[config.mk]
export PLATFORM = sky130hd
export DESIGN_NAME = prst_flow
export DESIGN_NICKNAME = d
export VERILOG_FILES = /design/src/rtl/prst_pkg.sv /design/src/rtl/prst_flow.sv
export SDC_FILE = /design/constraint.sdc
export NUM_CORES = 1
export LEC_CHECK = 0
export BUFFER_PORTS_ARGS = -buffer_cell sky130_fd_sc_hd__buf_2
export CORE_AREA = 2 2 39 41
export DETAILED_ROUTE_END_ITERATION = 8
export DIE_AREA = 0 0 41 43
export GPL_TIMING_DRIVEN = 0
export PLACE_DENSITY = 0.53
export SLEW_MARGIN = 0
export SYNTH_ARGS = -nofsm -noshare
export SYNTH_HDL_FRONTEND = slang
export SYNTH_SLANG_ARGS = --single-unit
[constraint.sdc]
create_clock -name clk -period 2.9 [get_ports clk]
set_input_delay 0.435 -clock clk [delete_from_list [all_inputs] [get_ports clk]]
set_output_delay 0.435 -clock clk [all_outputs]
set_load 0.02 [all_outputs]
[src/rtl/prst_pkg.sv]
// Shared types and constants for the point rotate/scale/translate core.
// Used by every module under rtl/; depends on nothing.
package prst_pkg;

	// fixed field widths of the channels and the register file
	localparam int FIELD_W     = 21;
	localparam int SLOT_W      = 21;
	localparam int PACK_W      = 63;
	localparam int TRIG_W      = 21;
	localparam int FACTOR_W    = 20;
	localparam int CFG_IDX_W   = 3;

	// fraction bits dropped after each product
	localparam int AXIS_FRAC   = 19;
	localparam int FACTOR_FRAC = 12;

	// low part of the axis-scale gain multiplied on its own
	localparam int GAIN_LO_W   = 18;

	// register stages from input to output register
	localparam int NUM_STAGES  = 7;

	typedef enum logic [1:0] {
		MODE_TRANSLATE  = 2'd0,
		MODE_ROTATE     = 2'd1,
		MODE_UNI_SCALE  = 2'd2,
		MODE_AXIS_SCALE = 2'd3
	} mode_t;

	typedef enum logic [CFG_IDX_W-1:0] {
		REG_MODE   = 3'd0,
		REG_PIVOT  = 3'd1,
		REG_AXIS   = 3'd2,
		REG_OFFSET = 3'd3,
		REG_COSINE = 3'd4,
		REG_SINE   = 3'd5,
		REG_FACTOR = 3'd6
	} cfg_idx_t;

	typedef struct packed {
		mode_t               mode;
		logic [PACK_W-1:0]   pivot;
		logic [PACK_W-1:0]   axis;
		logic [PACK_W-1:0]   offset;
		logic [TRIG_W-1:0]   cosine;
		logic [TRIG_W-1:0]   sine;
		logic [FACTOR_W-1:0] factor;
	} cfg_t;

	// 1.0 in each fixed-point format
	localparam logic [PACK_W-1:0]   AXIS_RESET   = 63'd524288;
	localparam logic [TRIG_W-1:0]   COS_RESET    = 21'd524288;
	localparam logic [FACTOR_W-1:0] FACTOR_RESET = 20'd4096;

endpackage

[src/rtl/prst_flow.sv]
// Valid chain and per-stage load enables for the transform pipeline.
// Depends on prst_pkg (stage count).
module prst_flow (
	input  logic                             clk,
	input  logic                             arst_n,
	input  logic                             in_valid,
	output logic                             in_ready,
	output logic                             out_valid,
	input  logic                             out_ready,
	output logic [prst_pkg::NUM_STAGES-1:0]  stage_en
);

	localparam int N = prst_pkg::NUM_STAGES;

	logic [N-1:0] vld_q;

	// a stage loads when it is empty or when the stage after it loads too
	always_comb begin
		stage_en[N-1] = !vld_q[N-1] || out_ready;
		for (int k = N - 2; k >= 0; k--) begin
			stage_en[k] = !vld_q[k] || stage_en[k+1];
		end
	end

	always_ff @(posedge clk or negedge arst_n) begin
		if (!arst_n) begin
			vld_q <= '0;
		end else begin
			if (stage_en[0]) begin
				vld_q[0] <= in_valid;
			end
			for (int k = 1; k < N; k++) begin
				if (stage_en[k]) begin
					vld_q[k] <= vld_q[k-1];
				end
			end
		end
	end

	assign in_ready  = stage_en[0];
	assign out_valid = vld_q[N-1];

endmodule

Yosys cells after proc, flatten, opt, wreduce, memory -nomap -nowiden
Cells that the tools add are included.
Word-level totals
  output and inout port bits: 9
  memories: 0
  input bits: 4
  memory bits (writable): 0
  bits in read-only memories: 0
  bits in latches: 0
  register bits after elaboration: 7
Cells by class
  divide/modulo/power cells: 0
  equal/unequal tests: 0
  $add $sub $neg: 0
  multiplexer cells: 0
  shift operators: 0
  bitwise logic cells: 0
  order comparisons: 0
  reductions and logical operators: 14
  multipliers: 0
Operators by type and width (count)
  $logic_not A1 Y1: 7
  $logic_or A1 B1 Y1: 7

Logic depth before layout (Yosys ltp)
  word-level depth: 8
  gate-level depth with buffers: 4

Worst setup path after synthesis
No wires, ideal clock.
  kind: reg-to-output
  from: register vld_q[6]
  to: output port stage_en[0] (netlist name)
  arrival: 1.324 ns
  buffers on the path: 2
  stages on the path, launching flop included: 5
  setup slack: 1.141 ns
  cell sequence: dfrtp_1 -> and4b_1 -> buf_6 -> nand4_1 -> buf_4
Between the ends
  word-level cells in the longest chain between the ends: 8
RTL lines
  start, declared: line prst_flow.sv:15  | logic [N-1:0] vld_q;
  start signal, assigned by index: line prst_flow.sv:34  | vld_q[k] <= vld_q[k-1];
  $logic_not A1 Y1: line prst_flow.sv:19  | stage_en[N-1] = !vld_q[N-1] || out_ready;
  $logic_or A1 B1 Y1: line prst_flow.sv:19
  $logic_or A1 B1 Y1 (6 in a row): line prst_flow.sv:21  | stage_en[k] = !vld_q[k] || stage_en[k+1];
  end, declared: line prst_flow.sv:10  | output logic [prst_pkg::NUM_STAGES-1:0] stage_en
Every way passes these cells.

Worst setup path in the final report
Same ends and word-level chain as after synthesis.

==> results.yml <==
run_status:
  status: "completed"
yosys:
  syn-num-nets: 30
  yosysTopAreaCellShare: 0.576
  ys_ff_latch: 7
  syn-instance-count: 26
  synth-main-ff-cell: "dfrtp_1"
  synth_cell_types: 16
  syn_area_um2: 304
  yosysMostFrequentCell: "dfrtp_1"
  synth-edff-count: 0
  syn_avg_cell_area_um2: 11.7
  synth.area.top_cells: "dfrtp_1 58%, nand2b_1 6.2%, a21o_1 4.9%"
  synth-async-reset-ratio: 1.00
  synth_warnings: 0
  synth_commonest_cells: "7 x dfrtp_1, 3 x nand2b_1, 2 x a21o_1, 2 x nand2_1"
  synth_largest_area_cell: "dfrtp_1"
  ys_seq_area_frac: 0.576
floorplanning:
  rows: 14
  die_w_um: 41
  initial_core_util: 0.220
  ios: 13
  die_y_um: 43
  dieArea_um2: 1760
  fp.coreArea_um2: 1380
grt:
  first_global_vias: 222
  gr-total-overflow: 0
  grt_max_degree: 11
  antenna_found_initial: 0
  grt_pass1_wl_um: 924
  globalRouteTotalUtil: 0.0850
cells_and_area:
  utilization: 0.297
  instances_no_fill: 58
  reg_top3: "vld_q (7)"
  regArea_um2: 175
  areaGrowthSynthToFinish_pct: 35.0
  antenna_cells: 0
  fill_cells: 152
  fin_nets: 47
  multi_input_area_um2: 101
  largest_reg_flops: 7
  regMostFlops: "vld_q"
  drive_above_1_share: 0.429
critical_path:
  slowest_delay_ps: 370
  cp.required_ps: 2470
  worstPathArrival_ps: 1370
  crit_type: "register to primary output"
  critPathSlowestCell: "dfrtp_1"
  start_kind: "register"
  r2r_slack_ps: 1840
  crit_chain: "and4b_1 -> buf_6 -> nand4_1 -> buf_4 -> buf_2"
  crit_fanout: 10
  crit_path_end_kind: "primary output"
pwr:
  comb_power_share: 0.286
  pwr_density_cell_nw_per_um2: 713
  ir_drop_uv: 206
  netSwitchingFraction: 0.315
  p_seq_frac: 0.420
  p_switching_mw: 0.0922
  power_leakage_nw: 0.188
  clkPwrFrac: 0.294
  internal-power_mw: 0.200
clocking:
  cts-buffers-inserted: 3
  cts_buffer_depth: 2
  root_buffer: "clkbuf_4"
  cts_tree: "built"
  clkSinkCount: 7
  htree_levels: 1
  hold_buffers: 0
  postCtsSetupRepairBufs: 0
  cts_resized: 0
  clk_latency_ps: 250
  clk_pin_slew_worst_paths_ps: 50
routing:
  via_per_inst: 4.10
  met3_length_um: 73
  wl_met2_um: 228
  wl_met1_um: 258
  dr.pass1.iters: 3
  detail-route-antenna-nets: 0
  route.detailed.drc: 0
  maxUsedRoutingLayer: "met3"
  routedWlPerCell_um: 9.66
  vias: 238
  drtIter0Drc: 6
  routed_wl_um: 560
placed_design:
  place.gp.congestion: 0.664
  io_buffers: 12
  placed_cells: 54
  place_hpwl_um: 428
sta:
  finClkSkew_ps: 0.521
  fin_setup_tns_ps: 0
  max_slew_margin: 0.893
  worst_hold_slack_ps: 11.0
  final_max_slew_viol_count: 0
  fin_crit_sh: 0.622
  setup_viol: 0
  max_slew.worst_pin.slew_ps: 160
  final_hold_viol_count: 0
  fmax_mhz: 554
  rsz0062_at_grt: "false"
  fin_crit_ps: 1800
min_path:
  hold_class: "input pin to async pin"
flow_run:
  cap_violations: 0
==> metal layers <==
metal,up-vias,track usage
li1,120,-
met1,105,0.102
met2,13,0.100
met3,0,0.0471
met4,0,0.0800
met5,-,0
==> worst paths after layout <==
check | start | endpoint | depth (start not counted)
min | arst_n | vld_q[6]$_DFFE_PN0P_ | 1
max in group asynchronous | arst_n | vld_q[1]$_DFFE_PN0P_ | 1
min reg2reg | vld_q[2]$_DFFE_PN0P_ | vld_q[3]$_DFFE_PN0P_ | 1
max | vld_q[6]$_DFFE_PN0P_ | stage_en[0] | 5
max reg2reg | vld_q[5]$_DFFE_PN0P_ | vld_q[0]$_DFFE_PN0P_ | 3
min in group clk | in_valid | vld_q[0]$_DFFE_PN0P_ | 2
==> layout by cell type, fill, tap and decap left out, types with 2 or more instances in the layout <==
cell type  instances
buf_2             13
dfrtp_1            7
nand2b_1           3
clkbuf_4           3
nand2_1            2
a21o_1             2
==> cells by family (layout without fill, tap and decap cells) <==
logic type / Yosys count / count (layout) / synth area share
compound gates: 4 / 4 / 0.111
buf+inv: 4 / 20 / 0.0905
simple gates: 11 / 11 / 0.222
flops: 7 / 7 / 0.576
==> critical path: cells and delay by family, from the launching register on <==
family        cells  cell delay (ps)
buf+inv           3              430
simple gates      2              320
flops             1              370
==> power by group through the flow <==
stage,Combinational [mW],Sequential (mW),Clock [mW]
after floorplan,0.0597,0.123,0
after global placement,0.0849,0.125,0
after detailed placement,0.0842,0.125,0
after CTS,0.0848,0.123,0.0919
after global routing,0.0926,0.126,0.0966
final,0.0836,0.123,0.0860
==> final cells by class <==
| cell class | count | share of cell area |
|---|---|---|
| Multi-Input combinational cell | 15 | 0.247 |
| Sequential cell | 7 | 0.427 |
| Clock buffer | 4 | 0.0640 |
| Tap cell | 16 | 0.0488 |
| Inverter | 1 | 0.00915 |
| Timing Repair Buffer | 12 | 0.146 |
| Buffer | 3 | 0.0579 |
==> stage by stage <==
step,instance area (µm²),power [mW],setup WS [ps]
finish,410,0.293,1100
global placement,384,0.210,1140
detailed placement,384,0.209,1130
CTS,410,0.300,1070
floorplan,304,0.183,1140
global route,410,0.315,1010
No activity file was read; power rests on OpenSTA's default activity.
